`config.mk`:
```
export PLATFORM = sky130hd
export DESIGN_NAME = pcfl_heads
export DESIGN_NICKNAME = d
export VERILOG_FILES = /design/src/pcfl_pkg.sv /design/src/pcfl_heads.sv
export SDC_FILE = /design/constraint.sdc
export NUM_CORES = 1
export LEC_CHECK = 0
export ABC_AREA = 1
export ABC_CLOCK_PERIOD_IN_PS = 2400
export BUFFER_PORTS_ARGS = -buffer_cell sky130_fd_sc_hd__buf_2
export CORE_UTILIZATION = 45
export DETAILED_ROUTE_END_ITERATION = 8
export PLACE_DENSITY = 0.74
export SYNTH_ARGS = -nofsm -noshare
export SYNTH_HDL_FRONTEND = slang
export SYNTH_SLANG_ARGS = --single-unit
export TNS_END_PERCENT = 50
```
`constraint.sdc`:
```
create_clock -name clk -period 2.4 [get_ports clk]
set_clock_uncertainty 0.15 [all_clocks]
set_input_delay 0.48 -clock clk [delete_from_list [all_inputs] [get_ports clk]]
set_output_delay 0.48 -clock clk [all_outputs]
set_load 0.05 [all_outputs]
```
`src/pcfl_pkg.sv`:
```
// ----------------------------------------------------------------------------
// pcfl_pkg
// Shared types and constants of the per-core page free-list allocator.
// ----------------------------------------------------------------------------
package pcfl_pkg;

  localparam int DEF_NUM_CORES = 8;
  localparam int DEF_NUM_PAGES = 4096;

  localparam int PAGE_W  = 12;
  localparam int LIMIT_W = 13;
  localparam int CORE_W  = 3;
  localparam int LINK_W  = PAGE_W + 1;

  localparam logic [LIMIT_W-1:0] PAGE_LIMIT_RESET = 13'd4096;

  localparam logic ACT_ALLOC = 1'b0;
  localparam logic ACT_FREE  = 1'b1;

  localparam logic REG_LOWEST_VALID_PAGE = 1'b0;
  localparam logic REG_PAGE_LIMIT        = 1'b1;

  localparam logic [1:0] ST_ALLOCATED = 2'd0;
  localparam logic [1:0] ST_FREED     = 2'd1;
  localparam logic [1:0] ST_NO_MEMORY = 2'd2;
  localparam logic [1:0] ST_INVALID   = 2'd3;

  typedef enum logic {
    S_IDLE,
    S_POP
  } state_t;

  typedef struct packed {
    logic push;
    logic pop_adv;
    logic pop_empty;
  } head_op_t;

endpackage

```
`src/pcfl_heads.sv`:
```
// ----------------------------------------------------------------------------
// pcfl_heads
// List heads and nonempty flags per core, with lowest-nonempty priority pick.
// ----------------------------------------------------------------------------
module pcfl_heads #(
  parameter int NUM_CORES = pcfl_pkg::DEF_NUM_CORES,
  parameter int CW = (NUM_CORES > 1) ? $clog2(NUM_CORES) : 1
) (
  input  logic                        clk,
  input  logic                        rst,
  input  pcfl_pkg::head_op_t          op,
  input  logic [CW-1:0]               wr_core,
  input  logic [pcfl_pkg::PAGE_W-1:0] wr_page,
  input  logic [CW-1:0]               rd_core,
  output logic [pcfl_pkg::PAGE_W-1:0] rd_head,
  output logic [NUM_CORES-1:0]        nonempty,
  output logic [CW-1:0]               pick,
  output logic                        pick_valid
);

  logic [pcfl_pkg::PAGE_W-1:0] heads [NUM_CORES];

  always_ff @(posedge clk) begin
    if (op.push || op.pop_adv) begin
      heads[wr_core] <= wr_page;
    end
  end

  always_ff @(posedge clk) begin
    if (rst) begin
      nonempty <= '0;
    end else if (op.push) begin
      nonempty[wr_core] <= 1'b1;
    end else if (op.pop_empty) begin
      nonempty[wr_core] <= 1'b0;
    end
  end

  assign rd_head = heads[rd_core];

  // lowest-numbered nonempty list
  always_comb begin
    pick = '0;
    for (int i = NUM_CORES - 1; i >= 0; i--) begin
      if (nonempty[i]) begin
        pick = CW'(i);
      end
    end
  end

  assign pick_valid = |nonempty;

endmodule

```
==> results.sh <==
export IMPL_netlist_top_cells_area="edfxtp_1 67%, nor2_1 8.3%, o21ai_0 5.2%, nand2_1 5.0%, dfxtp_1 3.7%"
export IMPL_antenna_found_initial=0
export IMPL_critPathLaunchType="input port"
export IMPL_post_route_period_util=0.944
export IMPL_netlist_area_um2=4300
export IMPL_io_pins=47
export IMPL_die_h_um=99.8
export IMPL_reg_largest_list="heads (96)"
export IMPL_required_ns=1.77
export IMPL_top_register="heads"
export IMPL_cp_max_fo=11
export IMPL_cts_sinks=104
export IMPL_status="complete, no violations"
export IMPL_yosysTopAreaCellShare=0.670
export IMPL_gp_congestion=0.773
export IMPL_hpwl_um=5380
export IMPL_drt_iter0_drc=161
export IMPL_fp_row_count=35
export IMPL_clk_latency_ns=0.34
export IMPL_crit_type="input port to output pin"
export IMPL_clock_fmax_ghz=0.441
export IMPL_yosysSeqAreaShare=0.707
export IMPL_ys_ff_latch=104
export IMPL_slew_headroom=0.505
export IMPL_syn_num_nets=412
export IMPL_drc=0
export IMPL_cts_buffer_depth=2
export IMPL_grt_pass1_wl_um=13700
export IMPL_rsz0062_at_grt="no"
export IMPL_h_tree_depth=3
export IMPL_synth_edf_count=96
export IMPL_diodes=0
export IMPL_grt_pass1_vias=2757
export IMPL_firstDrtPassIters=4
export IMPL_grt_use_total=0.186
export IMPL_yosysMostFrequentCell="edfxtp_1"
export IMPL_die_area_um2=9950
export IMPL_cts_root_buf="clkbuf_8"
export IMPL_yosysWarnings=0
export IMPL_io_buffers=46
export IMPL_design_core_area_um2=9240
export IMPL_synthArstFlopShare=0
export IMPL_drive_gt1_frac=0.180
export IMPL_postCtsHoldBufs=0
export IMPL_power_leakage_nw=1.86
export IMPL_nets=463
export IMPL_cts_setup_buffers=0
export IMPL_setup_viol=0
export IMPL_maxCapViolations=0
export IMPL_ys_dominant_reg_cell="edfxtp_1"
export IMPL_synth_top_area_cell="edfxtp_1"
export IMPL_num_vias=2851
export IMPL_grt_max_degree=37
export IMPL_ys_top_cells_by_count="96 x edfxtp_1, 95 x nor2_1, 57 x nand2_1, 45 x o21ai_0, 23 x o21ai_1"
export IMPL_hold_path_class="input port to flop"
export IMPL_drt_vias_per_instance=4.97
export IMPL_areaGrowthSynthToFinish_pct=14.1
export IMPL_drt_wl_total_um=8500
export IMPL_ir_drop_v=0.000317
export IMPL_fin_crit_ns=2.27
export IMPL_final_util=0.531
export IMPL_ys_types=20
export IMPL_fillers=774
export IMPL_r2r_slack_ns=1.54
export IMPL_largest_reg_flops=96
export IMPL_hold_viol=0
export IMPL_die_w_um=99.8
export IMPL_postSynthCellCount=389
export IMPL_overflow=0
export IMPL_finalMaxSlewViolations=0
export IMPL_arrival_ns=1.64
export IMPL_cp_end_kind="output pin"
export IMPL_tightest_slew_ns=0.740
export IMPL_power_density_nw_per_um2=711
export IMPL_antenna_left=0
export IMPL_routedWlPerCell_um=14.8
export IMPL_tns_ns=0
export IMPL_initial_core_util=0.466
export IMPL_numCtsBuffers=9
export IMPL_synth_avg_cell_area_um2=11.1
export IMPL_clk_pin_slew_ns=0.10
export IMPL_cts_tree="yes"
-- path summary, 6_finish.rpt --
path,startpoint,endpoint,cells after the start
max,rd_core[0],rd_head[5],9
min,wr_page[8],heads[5][8]$_DFFE_PP_,1
max reg2reg,flop,flop,2
min reg2reg,flop,flop,2
-- cell type report --
cell class	count	area, um^2	area share
clock buffers	9	124	0.0252
clock inverters	7	56.3	0.0115
inverters	15	56.3	0.0115
multi-input cells	248	1060	0.216
flip-flops and latches	104	3040	0.620
well taps	129	161	0.0329
repair buffers	62	405	0.0826
-- report_power, final --
part,switching [mW],internal [mW]
logic,0.321,0.120
clock network,0.583,0.388
registers,0.0200,2.06
total,0.924,2.57
-- cells by family (layout without fill, tap and decap cells) --
| family | after synthesis | after routing | synth area share |
|---|---|---|---|
| buffers and inverters | 37 | 93 | 0.0457 |
| AND/OR/NAND/NOR | 170 | 170 | 0.156 |
| flip-flops | 104 | 104 | 0.707 |
| AO/OA/AOI/OAI | 78 | 78 | 0.0910 |
-- stage by stage --
stage | worst slack, ns | total power [mW] | instances | instance area, um^2 | hold slack, ns
after floorplan | 0.0493 | 2.42 | 389 | 4300 | 0.429
after global placement | 0.141 | 2.55 | 558 | 4720 | 0.328
after detailed placement | 0.121 | 2.56 | 558 | 4720 | 0.332
after CTS | 0.119 | 3.52 | 574 | 4900 | 0.218
after global routing | 0.000141 | 3.64 | 574 | 4910 | 0.212
final | 0.133 | 3.49 | 574 | 4910 | 0.232
-- layer usage --
| layer | vias up | global-route usage | part of all wire |
|---|---|---|---|
| met5 | - | 0 | 0 |
| met4 | 0 | 0.0781 | 0.015 |
| met3 | 11 | 0.0369 | 0.062 |
| met2 | 99 | 0.311 | 0.49 |
| met1 | 1301 | 0.239 | 0.43 |
| li1 | 1440 | - | - |
-- what timing repair did --
item                       in CTS  in global routing
hold endpoints to repair        0                  0
setup endpoints to repair       0                  2
gates resized for setup         0                  2
-- critical path: stages --
cell and delay (ns):
buf_2 0.24, buf_4 0.22, nor2_1 0.06, nor2_1 0.07, o21ai_0 0.09, o21ai_1 0.08
nand2_1 0.06, nand2_1 0.07, buf_2 0.26
-- cell usage in the layout, fill, tap and decap left out, types with 2 or more instances in the layout --
| master | netlist | layout |
|---|---|---|
| nand4_1 | 7 | 7 |
| clkbuf_4 | 0 | 2 |
| nor2_1 | 95 | 95 |
| buf_4 | 2 | 12 |
| clkinv_4 | 0 | 3 |
| nand3_1 | 9 | 9 |
| buf_12 | 0 | 4 |
| o21ai_0 | 45 | 45 |
| nand2_1 | 57 | 57 |
| buf_2 | 9 | 44 |
| o21ai_1 | 23 | 23 |
| edfxtp_1 | 96 | 96 |
| clkbuf_8 | 0 | 9 |
| inv_6 | 0 | 2 |
| dfxtp_1 | 8 | 8 |
| a21oi_1 | 9 | 9 |
| inv_1 | 14 | 14 |
Note: power is estimated with default switching activity, not from simulation.
